==> config.mk <==
export PLATFORM = sky130hd
export DESIGN_NAME = d8_flow_direction_flat
export DESIGN_NICKNAME = d
export VERILOG_FILES = /design/src/design/d8fd_pkg.sv /design/src/design/d8fd_if.sv /design/src/design/d8fd_slope.sv /design/src/design/d8fd_cell.sv /design/src/design/d8_flow_direction.sv /design/src/flat_wrapper.sv
export SDC_FILE = /design/constraint.sdc
export NUM_CORES = 2
export LEC_CHECK = 0
export ABC_CLOCK_PERIOD_IN_PS = 24800
export BUFFER_PORTS_ARGS = -buffer_cell sky130_fd_sc_hd__buf_2
export CAP_MARGIN = 30
export CELL_PAD_IN_SITES_DETAIL_PLACEMENT = 0
export CELL_PAD_IN_SITES_GLOBAL_PLACEMENT = 1
export CORE_MARGIN = 3
export CORE_UTILIZATION = 25
export CTS_BUF_LIST = sky130_fd_sc_hd__clkbuf_16
export DETAILED_ROUTE_END_ITERATION = 10
export GPL_ROUTABILITY_DRIVEN = 1
export PLACE_DENSITY_LB_ADDON = 0.1
export SYNTH_ARGS = -nofsm -noshare
export SYNTH_HDL_FRONTEND = slang
export SYNTH_SLANG_ARGS = --single-unit
==> constraint.sdc <==
create_clock -name clock -period 24.8 [get_ports clock]
set_input_delay 1.24 -clock clock [delete_from_list [all_inputs] [get_ports clock]]
set_output_delay 1.24 -clock clock [all_outputs]
set_load 0.01 [all_outputs]
==> src/design/d8fd_pkg.sv <==
// ---------------------------------------------------------------------------
// D8 flow direction package
// Types and constants that the slope unit, the cells and the top level share.
// ---------------------------------------------------------------------------
package d8fd_pkg;

   // Border codes carried on the request channel.
   localparam logic [2:0] BORDER_INTERIOR = 3'd0;
   localparam logic [2:0] BORDER_TOP      = 3'd1;
   localparam logic [2:0] BORDER_BOTTOM   = 3'd2;
   localparam logic [2:0] BORDER_LEFT     = 3'd3;
   localparam logic [2:0] BORDER_RIGHT    = 3'd4;

   // Fixed direction codes for cells on the map border, and the pit code.
   localparam logic signed [8:0] TOP_CODE    = 9'sd128;
   localparam logic signed [8:0] BOTTOM_CODE = 9'sd8;
   localparam logic signed [8:0] LEFT_CODE   = 9'sd32;
   localparam logic signed [8:0] RIGHT_CODE  = 9'sd2;
   localparam logic signed [8:0] PIT_CODE    = -9'sd256;

   localparam int NUM_NEIGHBORS = 8;

   // Neighbor visiting order is NW, N, NE, W, E, SW, S, SE.
   localparam logic [7:0] DIR_CODE [NUM_NEIGHBORS] = '{
      8'd64, 8'd128, 8'd1, 8'd32, 8'd2, 8'd16, 8'd8, 8'd4
   };

   // Bit n is set when neighbor n lies on a diagonal.
   localparam logic [NUM_NEIGHBORS-1:0] DIAG_MASK = 8'b1010_0101;

   // Q16 reciprocal of sqrt(2), rounded to nearest.
   localparam logic signed [16:0] DIAG_Q16 = 17'sd46341;

   // Progress of the steepest-descent search.
   typedef enum logic [1:0] {
      KIND_NONE  = 2'd0,
      KIND_SLOPE = 2'd1,
      KIND_NULL  = 2'd2
   } kind_type;

   // Window control and the running direction that travel down the cell row.
   typedef struct packed {
      logic [8:0]        mask;
      logic [2:0]        border;
      kind_type          kind;
      logic signed [8:0] dir;
   } ctl_type;

endpackage

==> src/design/d8fd_if.sv <==
// ---------------------------------------------------------------------------
// D8 flow direction channels
// Valid/ready request and response channels with their payload fields.
// ---------------------------------------------------------------------------
interface d8fd_req_if #(
   parameter int ELEV_WIDTH = 32
);
   logic                         valid;
   logic                         ready;
   logic signed [ELEV_WIDTH-1:0] center_elev;
   logic signed [ELEV_WIDTH-1:0] northwest_elev;
   logic signed [ELEV_WIDTH-1:0] north_elev;
   logic signed [ELEV_WIDTH-1:0] northeast_elev;
   logic signed [ELEV_WIDTH-1:0] west_elev;
   logic signed [ELEV_WIDTH-1:0] east_elev;
   logic signed [ELEV_WIDTH-1:0] southwest_elev;
   logic signed [ELEV_WIDTH-1:0] south_elev;
   logic signed [ELEV_WIDTH-1:0] southeast_elev;
   logic [8:0]                   null_mask;
   logic [2:0]                   border;

   modport source (
      output valid, center_elev, northwest_elev, north_elev, northeast_elev,
             west_elev, east_elev, southwest_elev, south_elev, southeast_elev,
             null_mask, border,
      input  ready
   );

   modport sink (
      input  valid, center_elev, northwest_elev, north_elev, northeast_elev,
             west_elev, east_elev, southwest_elev, south_elev, southeast_elev,
             null_mask, border,
      output ready
   );
endinterface

interface d8fd_rsp_if;
   logic              valid;
   logic              ready;
   logic signed [8:0] direction;
   logic              direction_null;

   modport source (
      output valid, direction, direction_null,
      input  ready
   );

   modport sink (
      input  valid, direction, direction_null,
      output ready
   );
endinterface

==> src/design/d8fd_slope.sv <==
// ---------------------------------------------------------------------------
// D8 flow direction slope unit
// Exact Q16 slope from the centre to one neighbor, diagonal drops scaled.
// ---------------------------------------------------------------------------
module d8fd_slope import d8fd_pkg::*; #(
   parameter int   ELEV_WIDTH = 32,
   parameter logic DIAG       = 1'b0
) (
   input  logic signed [ELEV_WIDTH-1:0]  center,
   input  logic signed [ELEV_WIDTH-1:0]  neighbor,
   output logic signed [ELEV_WIDTH+16:0] slope
);

   logic signed [ELEV_WIDTH:0] drop;

   // The drop is exact in one extra bit.
   assign drop = $signed({center[ELEV_WIDTH-1], center})
               - $signed({neighbor[ELEV_WIDTH-1], neighbor});

   generate
      if (DIAG) begin : g_diag
         // The product of the drop and the Q16 factor fits the slope exactly.
         assign slope = drop * DIAG_Q16;
      end else begin : g_ortho
         assign slope = {drop, 16'd0};
      end
   endgenerate

endmodule

==> src/design/d8fd_cell.sv <==
// ---------------------------------------------------------------------------
// D8 flow direction cell
// Folds one neighbor into the running steepest descent, or ends the search at
// a null neighbor; all but the last cell prepare the next slope for the following cell.
// ---------------------------------------------------------------------------
module d8fd_cell import d8fd_pkg::*; #(
   parameter int ELEV_WIDTH = 32,
   parameter int INDEX      = 0
) (
   input  logic                               clock,
   input  logic                               reset,
   input  logic                               up_valid,
   output logic                               up_ready,
   input  logic [8:0][ELEV_WIDTH-1:0]         up_elev,
   input  ctl_type                            up_ctl,
   input  logic signed [ELEV_WIDTH+16:0]      up_best,
   input  logic signed [ELEV_WIDTH+16:0]      up_slope,
   output logic                               dn_valid,
   input  logic                               dn_ready,
   output logic [8:0][ELEV_WIDTH-1:0]         dn_elev,
   output ctl_type                            dn_ctl,
   output logic signed [ELEV_WIDTH+16:0]      dn_best,
   output logic signed [ELEV_WIDTH+16:0]      dn_slope
);

   localparam int NEXT = (INDEX + 1) % NUM_NEIGHBORS;

   logic                          valid_ff;
   logic [8:0][ELEV_WIDTH-1:0]    elev_ff;
   ctl_type                       ctl_ff;
   ctl_type                       ctl_in;
   logic signed [ELEV_WIDTH+16:0] best_ff;
   logic signed [ELEV_WIDTH+16:0] best_in;
   logic                          load;

   assign up_ready = !valid_ff || dn_ready;
   assign load     = up_valid && up_ready;

   always_comb begin
      ctl_in  = up_ctl;
      best_in = up_best;
      priority if (up_ctl.mask[INDEX+1]) begin
         ctl_in.kind = KIND_NULL;
         ctl_in.dir  = $signed({1'b0, DIR_CODE[INDEX]});
      end else if (up_ctl.kind == KIND_NONE) begin
         ctl_in.kind = KIND_SLOPE;
         ctl_in.dir  = $signed({1'b0, DIR_CODE[INDEX]});
         best_in     = up_slope;
      end else if (up_ctl.kind == KIND_SLOPE) begin
         if (up_slope == up_best) begin
            ctl_in.dir = up_ctl.dir + $signed({1'b0, DIR_CODE[INDEX]});
         end else if (up_slope > up_best) begin
            ctl_in.dir = $signed({1'b0, DIR_CODE[INDEX]});
            best_in    = up_slope;
         end
      end else begin
         ctl_in = up_ctl;
      end
   end

   always_ff @(posedge clock) begin
      if (reset) begin
         valid_ff <= 1'b0;
      end else if (up_ready) begin
         valid_ff <= up_valid;
      end
   end

   always_ff @(posedge clock) begin
      if (load) begin
         elev_ff <= up_elev;
         ctl_ff  <= ctl_in;
         best_ff <= best_in;
      end
   end

   generate
      if (INDEX < NUM_NEIGHBORS - 1) begin : g_next
         logic signed [ELEV_WIDTH+16:0] slope_ff;
         logic signed [ELEV_WIDTH+16:0] slope_in;

         d8fd_slope #(
            .ELEV_WIDTH (ELEV_WIDTH),
            .DIAG       (DIAG_MASK[NEXT])
         ) u_slope (
            .center   (up_elev[0]),
            .neighbor (up_elev[NEXT+1]),
            .slope    (slope_in)
         );

         always_ff @(posedge clock) begin
            if (load) begin
               slope_ff <= slope_in;
            end
         end

         assign dn_slope = slope_ff;
      end else begin : g_last
         assign dn_slope = '0;
      end
   endgenerate

   assign dn_valid = valid_ff;
   assign dn_elev  = elev_ff;
   assign dn_ctl   = ctl_ff;
   assign dn_best  = best_ff;

endmodule

==> src/design/d8_flow_direction.sv <==
// ---------------------------------------------------------------------------
// D8 flow direction
// Streams 3x3 elevation windows in and gives one D8 direction code per window.
// ---------------------------------------------------------------------------
// Each request beat carries one window: the centre elevation, its eight
// neighbors, a nine-bit null mask (bit 0 the centre) and a border code. Each
// response beat carries the summed D8 code and a flag that marks a null centre.
// A window becomes one response beat, in order.
//
// The window enters an input register where the slope of the first neighbor is
// formed, then walks down a row of eight cells, one per neighbor. Each cell
// folds its neighbor into the running steepest drop, and each but the last forms
// the slope of the next neighbor; a final register applies the border, flat and
// pit rules. A new window can be accepted in every cycle while the receiver takes
// responses, and the registers along the way hold up to ten windows.
// Each stage has its own valid bit and advances whenever the stage after it is
// empty or moving, so bubbles close up when the receiver stalls; the request
// side drops ready only once every stage is full. Synchronous reset empties
// all stages and no response is pending afterwards.
// ---------------------------------------------------------------------------
module d8_flow_direction import d8fd_pkg::*; #(
   parameter int ELEV_WIDTH = 32
) (
   input  logic        clock,
   input  logic        reset,
   d8fd_req_if.sink    req,
   d8fd_rsp_if.source  rsp
);

   localparam int SLOPE_WIDTH = ELEV_WIDTH + 17;

   // Elevations are packed with the centre at index 0 and neighbor n at n+1.
   logic [8:0][ELEV_WIDTH-1:0] req_elev;

   assign req_elev = {req.southeast_elev, req.south_elev, req.southwest_elev,
                      req.east_elev, req.west_elev, req.northeast_elev,
                      req.north_elev, req.northwest_elev, req.center_elev};

   // Input register: captures the window and the slope of the first neighbor.
   logic                          in_valid_ff;
   logic [8:0][ELEV_WIDTH-1:0]    in_elev_ff;
   ctl_type                       in_ctl_ff;
   ctl_type                       in_ctl_in;
   logic signed [SLOPE_WIDTH-1:0] in_slope_ff;
   logic signed [SLOPE_WIDTH-1:0] in_slope_in;

   // Hand-off signals along the cell row; entry k feeds cell k. The last
   // slope entry only carries the constant that the last cell puts out.
   logic                                          row_valid [NUM_NEIGHBORS+1];
   logic                                          row_ready [NUM_NEIGHBORS+1];
   logic [NUM_NEIGHBORS:0][8:0][ELEV_WIDTH-1:0]  row_elev;
   ctl_type                                       row_ctl   [NUM_NEIGHBORS+1];
   logic signed [SLOPE_WIDTH-1:0]                 row_best  [NUM_NEIGHBORS+1];
   logic signed [SLOPE_WIDTH-1:0]                 row_slope [NUM_NEIGHBORS+1];

   assign req.ready = !in_valid_ff || row_ready[0];

   d8fd_slope #(
      .ELEV_WIDTH (ELEV_WIDTH),
      .DIAG       (DIAG_MASK[0])
   ) u_first_slope (
      .center   (req.center_elev),
      .neighbor (req.northwest_elev),
      .slope    (in_slope_in)
   );

   always_comb begin
      in_ctl_in.mask   = req.null_mask;
      in_ctl_in.border = req.border;
      in_ctl_in.kind   = KIND_NONE;
      in_ctl_in.dir    = '0;
   end

   always_ff @(posedge clock) begin
      if (reset) begin
         in_valid_ff <= 1'b0;
      end else if (req.ready) begin
         in_valid_ff <= req.valid;
      end
   end

   always_ff @(posedge clock) begin
      if (req.valid && req.ready) begin
         in_elev_ff  <= req_elev;
         in_ctl_ff   <= in_ctl_in;
         in_slope_ff <= in_slope_in;
      end
   end

   assign row_valid[0] = in_valid_ff;
   assign row_elev[0]  = in_elev_ff;
   assign row_ctl[0]   = in_ctl_ff;
   assign row_best[0]  = '0;
   assign row_slope[0] = in_slope_ff;

   // One cell per neighbor, visited NW, N, NE, W, E, SW, S, SE.
   genvar k;
   generate
      for (k = 0; k < NUM_NEIGHBORS; k++) begin : g_cell
         d8fd_cell #(
            .ELEV_WIDTH (ELEV_WIDTH),
            .INDEX      (k)
         ) u_cell (
            .clock    (clock),
            .reset    (reset),
            .up_valid (row_valid[k]),
            .up_ready (row_ready[k]),
            .up_elev  (row_elev[k]),
            .up_ctl   (row_ctl[k]),
            .up_best  (row_best[k]),
            .up_slope (row_slope[k]),
            .dn_valid (row_valid[k+1]),
            .dn_ready (row_ready[k+1]),
            .dn_elev  (row_elev[k+1]),
            .dn_ctl   (row_ctl[k+1]),
            .dn_best  (row_best[k+1]),
            .dn_slope (row_slope[k+1])
         );
      end
   endgenerate

   // Output register: border codes, null centre, flat and pit rules.
   ctl_type                       last_ctl;
   logic signed [SLOPE_WIDTH-1:0] last_best;
   logic                          rsp_valid_ff;
   logic signed [8:0]             rsp_dir_ff;
   logic signed [8:0]             rsp_dir_in;
   logic                          rsp_null_ff;
   logic                          rsp_null_in;

   assign last_ctl  = row_ctl[NUM_NEIGHBORS];
   assign last_best = row_best[NUM_NEIGHBORS];

   // The row's elevations are not needed past the last cell.
   assign row_ready[NUM_NEIGHBORS] = !rsp_valid_ff || rsp.ready;

   always_comb begin
      rsp_null_in = 1'b0;
      rsp_dir_in  = last_ctl.dir;
      if (last_ctl.mask[0]) begin
         rsp_null_in = 1'b1;
         rsp_dir_in  = '0;
      end else begin
         unique case (last_ctl.border)
            BORDER_TOP:    rsp_dir_in = TOP_CODE;
            BORDER_BOTTOM: rsp_dir_in = BOTTOM_CODE;
            BORDER_LEFT:   rsp_dir_in = LEFT_CODE;
            BORDER_RIGHT:  rsp_dir_in = RIGHT_CODE;
            default: begin
               // Interior, and border codes that mean nothing, use the search.
               if (last_ctl.kind == KIND_SLOPE) begin
                  if (last_best == '0) begin
                     rsp_dir_in = -last_ctl.dir;
                  end else if (last_best < 0) begin
                     rsp_dir_in = PIT_CODE;
                  end
               end
            end
         endcase
      end
   end

   always_ff @(posedge clock) begin
      if (reset) begin
         rsp_valid_ff <= 1'b0;
      end else if (row_ready[NUM_NEIGHBORS]) begin
         rsp_valid_ff <= row_valid[NUM_NEIGHBORS];
      end
   end

   always_ff @(posedge clock) begin
      if (row_valid[NUM_NEIGHBORS] && row_ready[NUM_NEIGHBORS]) begin
         rsp_dir_ff  <= rsp_dir_in;
         rsp_null_ff <= rsp_null_in;
      end
   end

   assign rsp.valid          = rsp_valid_ff;
   assign rsp.direction      = rsp_dir_ff;
   assign rsp.direction_null = rsp_null_ff;

endmodule
==> src/flat_wrapper.sv <==
// flat-port wrapper written by rule: the top's interface ports become plain ports
module d8_flow_direction_flat import d8fd_pkg::*;
#(
   parameter int ELEV_WIDTH = 32
)
  (clock, reset, req_valid, req_center_elev, req_northwest_elev, req_north_elev, req_northeast_elev, req_west_elev, req_east_elev, req_southwest_elev, req_south_elev, req_southeast_elev, req_null_mask, req_border, req_ready, rsp_valid, rsp_direction, rsp_direction_null, rsp_ready);
  d8fd_req_if #(.ELEV_WIDTH(ELEV_WIDTH)) req_i ();
  d8fd_rsp_if rsp_i ();
  input  logic clock;
  input  logic reset;
  input wire logic [$bits(req_i.valid)-1:0] req_valid;
  input wire logic [$bits(req_i.center_elev)-1:0] req_center_elev;
  input wire logic [$bits(req_i.northwest_elev)-1:0] req_northwest_elev;
  input wire logic [$bits(req_i.north_elev)-1:0] req_north_elev;
  input wire logic [$bits(req_i.northeast_elev)-1:0] req_northeast_elev;
  input wire logic [$bits(req_i.west_elev)-1:0] req_west_elev;
  input wire logic [$bits(req_i.east_elev)-1:0] req_east_elev;
  input wire logic [$bits(req_i.southwest_elev)-1:0] req_southwest_elev;
  input wire logic [$bits(req_i.south_elev)-1:0] req_south_elev;
  input wire logic [$bits(req_i.southeast_elev)-1:0] req_southeast_elev;
  input wire logic [$bits(req_i.null_mask)-1:0] req_null_mask;
  input wire logic [$bits(req_i.border)-1:0] req_border;
  output wire logic [$bits(req_i.ready)-1:0] req_ready;
  output wire logic [$bits(rsp_i.valid)-1:0] rsp_valid;
  output wire logic [$bits(rsp_i.direction)-1:0] rsp_direction;
  output wire logic [$bits(rsp_i.direction_null)-1:0] rsp_direction_null;
  input wire logic [$bits(rsp_i.ready)-1:0] rsp_ready;
  assign req_i.valid = req_valid;
  assign req_i.center_elev = req_center_elev;
  assign req_i.northwest_elev = req_northwest_elev;
  assign req_i.north_elev = req_north_elev;
  assign req_i.northeast_elev = req_northeast_elev;
  assign req_i.west_elev = req_west_elev;
  assign req_i.east_elev = req_east_elev;
  assign req_i.southwest_elev = req_southwest_elev;
  assign req_i.south_elev = req_south_elev;
  assign req_i.southeast_elev = req_southeast_elev;
  assign req_i.null_mask = req_null_mask;
  assign req_i.border = req_border;
  assign req_ready = req_i.ready;
  assign rsp_valid = rsp_i.valid;
  assign rsp_direction = rsp_i.direction;
  assign rsp_direction_null = rsp_i.direction_null;
  assign rsp_i.ready = rsp_ready;
  d8_flow_direction #(.ELEV_WIDTH(ELEV_WIDTH)) u_core (.clock(clock), .reset(reset), .req(req_i), .rsp(rsp_i));
endmodule
After elaboration in Yosys (flattened, before gate mapping)
Cells that the tools add are included.
{ "word_totals": {"register_bits": 2039, "input_bits": 304, "output_inout_bits": 12} }
{ "classes": {"n_addsub": 15, "mul": 4, "n_lt_le_gt_ge": 8, "eq_ne": 19, "muxes": 75, "n_reduce_logical": 45} }
{ "op_table": {"columns": ["op", "n"], "rows": [
  ["two-way mux 49 bit", 35],
  ["equality test 49 bit", 7],
  ["> comparator 49 bit", 7],
  ["subtractor 32 x 32 -> 33 bit", 8],
  ["two-way mux 9 bit", 22],
  ["multiplier 33 x 17 -> 49 bit (second input constant)", 4],
  ["two-way mux 11 bit", 8],
  ["zero test 49 bit", 1],
  ["less-than comparator 49 x 1 -> 1 bit (second input constant)", 1],
  ["case mux 9 bit (4 select lines)", 1],
  ["two-way mux 8 bit", 4],
  ["equality test 2 x 1 -> 1 bit (second input constant)", 8],
  ["zero test 2 bit", 7],
  ["OR reduction 2 bit", 7],
  ["logical AND 1 bit", 10],
  ["zero test 1 bit", 10],
  ["logical OR 1 bit", 10],
  ["two-way mux 10 bit", 1],
  ["adder 9 x 2 -> 9 bit (second input constant)", 1],
  ["adder 9 x 3 -> 9 bit (second input constant)", 1],
  ["adder 9 x 4 -> 9 bit (second input constant)", 1],
  ["adder 9 x 5 -> 9 bit (second input constant)", 1],
  ["adder 9 x 6 -> 9 bit (second input constant)", 1],
  ["adder 9 x 7 -> 9 bit (second input constant)", 1],
  ["8 further kinds", 9]
]} }

Depth between registers and ports, before layout
{ "logic_depth": {"depth_word": 12, "mapped_depth": 37} }

Hierarchy
A second synthesis with hierarchy kept.
{ "hier_totals": {"cells_unflattened": 12630, "hier_area_um2": 180536.9} }
{ "by_module_without_submodules": {"columns": ["mod", "instances", "cells_per_inst", "area_each_um2"], "rows": [
  ["d8fd_cell at u_core.g_cell[0].u_cell", 1, 946, 15712.6],
  ["d8fd_cell at u_core.g_cell[6].u_cell", 1, 699, 14606.5],
  ["d8fd_cell at u_core.g_cell[2].u_cell", 1, 712, 14597.8],
  ["d8fd_cell at u_core.g_cell[4].u_cell", 1, 709, 14581.5],
  ["d8fd_cell at u_core.g_cell[5].u_cell", 1, 689, 14496.4],
  ["d8fd_cell at u_core.g_cell[3].u_cell", 1, 694, 14481.4],
  ["d8fd_cell at u_core.g_cell[1].u_cell", 1, 679, 14456.4],
  ["d8fd_cell at u_core.g_cell[7].u_cell", 1, 707, 13486.7],
  ["d8_flow_direction", 1, 458, 11456.0],
  ["d8fd_slope at u_core.g_cell[1].u_cell.g_next.u_slope", 1, 1304, 11334.6],
  ["d8fd_slope at u_core.g_cell[6].u_cell.g_next.u_slope", 1, 1313, 11294.6],
  ["d8fd_slope at u_core.g_cell[4].u_cell.g_next.u_slope", 1, 1280, 11131.9],
  ["d8fd_slope at u_core.u_first_slope", 1, 1262, 11039.3],
  ["d8fd_slope at u_core.g_cell[5].u_cell.g_next.u_slope", 1, 295, 2016.9],
  ["3 more rows", null, null, null]
]} }

Least setup slack after synthesis
OpenSTA, ideal clock, no wires.
{ "synth_timing": {"kind": "input-to-reg", "startpoint": "input rsp_ready", "endpoint": "register u_core.g_cell[1].u_cell.best_ff[0] (enable)", "arrival_ps": 23849, "t_required_ps": 23365, "slack_ps": -484, "path_stages": 7, "cell_sequence": "nor2b_1 -> and2_1 -> and3_1 -> clkbuf_1 -> nand3_1 -> nor2_1 -> a21boi_0"} }
{ "synth_between": {"elab_chain_len": 9} }
{ "synth_rtl": {"columns": ["item", "line", "source"], "rows": [
  ["start, declared", "flat_wrapper.sv:27", "input wire logic [$bits(rsp_i.ready)-1:0] rsp_ready;"],
  ["logical OR 1 bit", "d8_flow_direction.sv:135", "assign row_ready[NUM_NEIGHBORS] = !rsp_valid_ff || rsp.ready;"],
  ["logical OR 1 bit (7 in a row)", "d8fd_cell.sv:36", "assign up_ready = !valid_ff || dn_ready;"],
  ["logical AND 1 bit", "d8fd_cell.sv:37", "assign load = up_valid && up_ready;"],
  ["via u_core.g_cell[1].u_cell.load", "d8fd_cell.sv:34", "logic load;"],
  ["end signal, assigned", "d8fd_cell.sv:73", "best_ff <= best_in;"],
  ["end, declared", "d8fd_cell.sv:32", "logic signed [ELEV_WIDTH+16:0] best_ff;"]
]} }
The timed path passes the listed nets, and every way through them passes these cells.
A chain may end at the register's enable or synchronous reset.

Final worst setup path
{ "layout_timing": {"startpoint": "register u_core.g_cell[0].u_cell.elev_ff, in the netlist u_core.g_cell[0].u_cell.dn_elev[0]", "endpoint": "register u_core.g_cell[1].u_cell.g_next.slope_ff[48] (data pin)"} }
{ "layout_between": {"elab_chain_len": 2} }
{ "layout_rtl": {"columns": ["item", "line", "source"], "rows": [
  ["start, declared", "d8fd_cell.sv:29", "logic [8:0][ELEV_WIDTH-1:0] elev_ff;"],
  ["start signal, assigned", "d8fd_cell.sv:71", "elev_ff <= up_elev;"],
  ["subtractor 32 x 32 -> 33 bit", "d8fd_slope.sv:18", "- $signed({neighbor[ELEV_WIDTH-1], neighbor});"],
  ["multiplier 33 x 17 -> 49 bit", "d8fd_slope.sv:23", "assign slope = drop * DIAG_Q16;"],
  ["via u_core.g_cell[1].u_cell.g_next.slope_in[48]", "d8fd_cell.sv:80", "logic signed [ELEV_WIDTH+16:0] slope_in;"],
  ["end signal, assigned", "d8fd_cell.sv:93", "slope_ff <= slope_in;"],
  ["end, declared", "d8fd_cell.sv:79", "logic signed [ELEV_WIDTH+16:0] slope_ff;"]
]} }
The timed path passes the listed nets, and every way through them passes these cells.

==> flow_summary.yaml <==
place:
  hpwlAfterDp_um: 287500
  dp_cells: 16396
  place_congestion: 0.8086
  pre_cts_ws_ns: 14.17
  portBuffers: 315
sta:
  slew_headroom: 0.2727
  hold_viol_final: 0
  clock_skew_ns: 0.1157
  timing.fmax_mhz: 100.0
  period_share: 0.4032
  finalSetupTns_ns: 0
  setup_viol: 0
  period_needed_ns: 9.999
  timing.final.ws_setup_ns: 14.80
  rsz0062_at_grt: "no"
  tightest_slew_ns: 1.063
  slew_violations: 0
yosys:
  synth_edf_count: 1973
  syn_area_per_cell_um2: 12.63
  synth-seq-cells: 1983
  synth_top_cells_by_area: "edfxtp_1 (49%), ha_1 (14%), fa_1 (11%)"
  syn_area_um2: 121400
  synth.yosys.warnings: 0
  async_reset_ff_frac: 0
  synth_top_area_cell: "edfxtp_1"
  yosysUniqueCellTypes: 99
  ys_top_cells_by_count: "edfxtp_1 (1973), inv_1 (1892), ha_1 (1404), fa_1 (668), a21oi_1 (442)"
  ys_seq_area_frac: 0.4897
  yosys.cell_count.top_type: "edfxtp_1"
  ys.flop_type: "edfxtp_1"
  synthCells: 9610
  synth_top_area_share: 0.4881
  synthesis.nets: 11986
setup_path:
  cp_common_cell: "fa_1"
  worst-path-buf-inv: 5
  crit_required_ns: 25.39
  r2r-start: "u_core.g_cell[0].u_cell.dn_elev[0]"
  crit_path_max_fanout: 8
  slowest_delay_ns: 0.58
  end_kind: "register"
  rr_endpoint: "u_core.g_cell[1].u_cell.dn_slope[48]"
  timing_worst_setup_path_type: "register to register"
  start_kind: "register"
  crit_arrival_ns: 10.59
  r2r_cells: 33
  ff2ff_setup_slack_ns: 14.80
  cp_slowest_cell: "xor2_1"
  startpoint: "u_core.g_cell[0].u_cell.dn_elev[0]"
  path_delay_family: "compound AO/OA/AOI/OAI gates"
cts:
  cts-htree-levels: 4
  cts-resized-gates: 0
  cts_setup_buffers: 0
  numCtsBuffers: 244
  cts_hold_buf: 0
  tritoncts: "yes"
  clock_latency_ns: 0.96
  clk_pin_slew_worst_paths_ns: 0.06
  cts_buffer_depth: 4
  cts_root_buffer: "clkbuf_16"
  cts.sinks: 1983
drt:
  drt_iter0_drc: 2924
  firstDrtPassIters: 6
  drcViolationCount: 0
  post_drt_wl_per_cell_um: 20.94
  vias: 71288
  final_antenna_net_count: 0
  routed_wl_um: 353000
  vias_per_cell: 4.229
global_routing:
  first_global_vias: 78396
  antenna_found_initial: 27
  grt_max_degree: 110
  track_usage: 0.1419
  grt-ovfl-total: 0
  grt_pass1_wl_um: 519000
cells_and_area:
  area_delta_synth_final_pct: 15.63
  drive_gt1_frac: 0.1116
  stdcell_count: 16857
  finalNetCount: 12594
  fill_cells: 49450
die:
  fp.dieH_um: 702.8
  core_um2: 483100
  die_w_um: 702.8
  io_pins: 316
  start_util: 0.2513
  placementRows: 255
  die-area_um2: 494000
hold_path:
  hold_end: "u_core.g_cell[1].u_cell.dn_elev[147]"
  hold_depth: 0
  hold_path.class: "register to register"
  worstHoldStart: "u_core.g_cell[0].u_cell.dn_elev[147]"
run_status:
  status: "complete, no violations"
run:
  maxCapViolCount: 0
-- per-stage QoR --
step           hold slack, ns    util  area (µm²)
2_1_floorplan          0.4003       -      121400
3_3_place_gp           0.4015  0.2731      131900
3_5_place_dp           0.4045  0.2734      132100
4_1_cts                0.3142  0.2905      140300
5_1_grt                0.3194  0.2906      140400
6_report               0.3358  0.2906      140400
-- layer usage --
metal / global-route usage / vias up / routed length (µm)
li1: - / 34581 / -
met1: 0.1658 / 35291 / 145500
met2: 0.2697 / 946 / 186900
met3: 0.01356 / 470 / 8162
met4: 0.04609 / 0 / 12470
met5: 0 / - / 0
-- final cells by class --
cell class,count,area [µm²],area share
Antenna cell,6,15.01,0.0001070
Clock buffer,245,6131,0.04368
Clock inverter,209,2137,0.01523
Inverter,1893,7106,0.05062
Multi-Input combinational cell,5630,54720,0.3898
Sequential cell,1983,59450,0.4235
Tap cell,6425,8039,0.05727
Timing Repair Buffer,466,2770,0.01974
-- placed cells by master (no fill, tap or decap), types with 17 or more instances in the layout --
cell	count
or2_2	27
nand2b_1	67
buf_4	141
xnor2_1	290
o21bai_1	55
nand3_1	82
fa_1	668
a21oi_1	441
o211ai_1	26
xnor2_2	19
nor3_1	58
and2_1	88
o21ai_0	217
o21a_1	85
nand4_1	107
nor4_1	32
clkinv_1	50
o22ai_1	57
mux2_2	210
inv_1	1930
and3_1	44
nor2_1	269
bufinv_16	35
nand2_1	335
or3_1	28
clkbuf_16	245
edfxtp_1	1973
a211o_1	20
clkinv_2	46
a21o_1	326
xor2_1	136
ha_1	1404
a31oi_1	45
a211oi_1	39
buf_2	317
o31ai_1	17
nor2b_1	159
-- worst max-delay path by stage --
stage | endpoint | slack (ns) | cells past startpoint
final | u_core.g_cell[1].u_cell.dn_slope[48] | 14.80 | 33
after global routing | u_core.g_cell[1].u_cell.dn_slope[48] | 14.28 | 33
after CTS | u_core.g_cell[1].u_cell.dn_slope[48] | 14.62 | 33
after detailed placement | u_core.in_slope_ff[48] | 14.17 | 30
after global placement | u_core.in_slope_ff[48] | 14.14 | 33
after floorplan | u_core.g_cell[0].u_cell.dn_best[0] | 5.82 | 7
-- flip-flops by register name, indices dropped and copies added, names as in the netlist, 8 cells and up --
signal and cells:
u_core.in_ctl_ff 12, u_core.in_elev_ff 256, u_core.rsp.direction 9, u_core.g_cell.u_cell.dn_slope 279
u_core.g_cell.u_cell.dn_valid 8, u_core.g_cell.u_cell.dn_ctl 111, u_core.in_slope_ff 49, u_core.g_cell.u_cell.dn_elev 864
u_core.g_cell.u_cell.dn_best 392
-- worst register-to-register path: cells and delay by family (launching register included) --
kind / cells / cell delay, ns
XOR/XNOR: 3 / 0.87
AND/OR/NAND/NOR: 1 / 0.44
AO/OA/AOI/OAI: 15 / 3.98
flip-flops: 1 / 0.38
buffers and inverters: 5 / 0.32
adder cells (fa/ha/maj): 9 / 3.64
-- logic make-up after synthesis --
kind of cell,synth area share
DFF,0.4897
AOI/OAI and AO/OA,0.08031
buffers and inverters,0.06221
adders and majority gates,0.2549
muxes,0.02189
and+or+nand+nor,0.05800
xor gates and xnor gates,0.03299
Power is not shown: default switching activity piles up to over one toggle a cycle in this logic, so the estimate is an artifact.
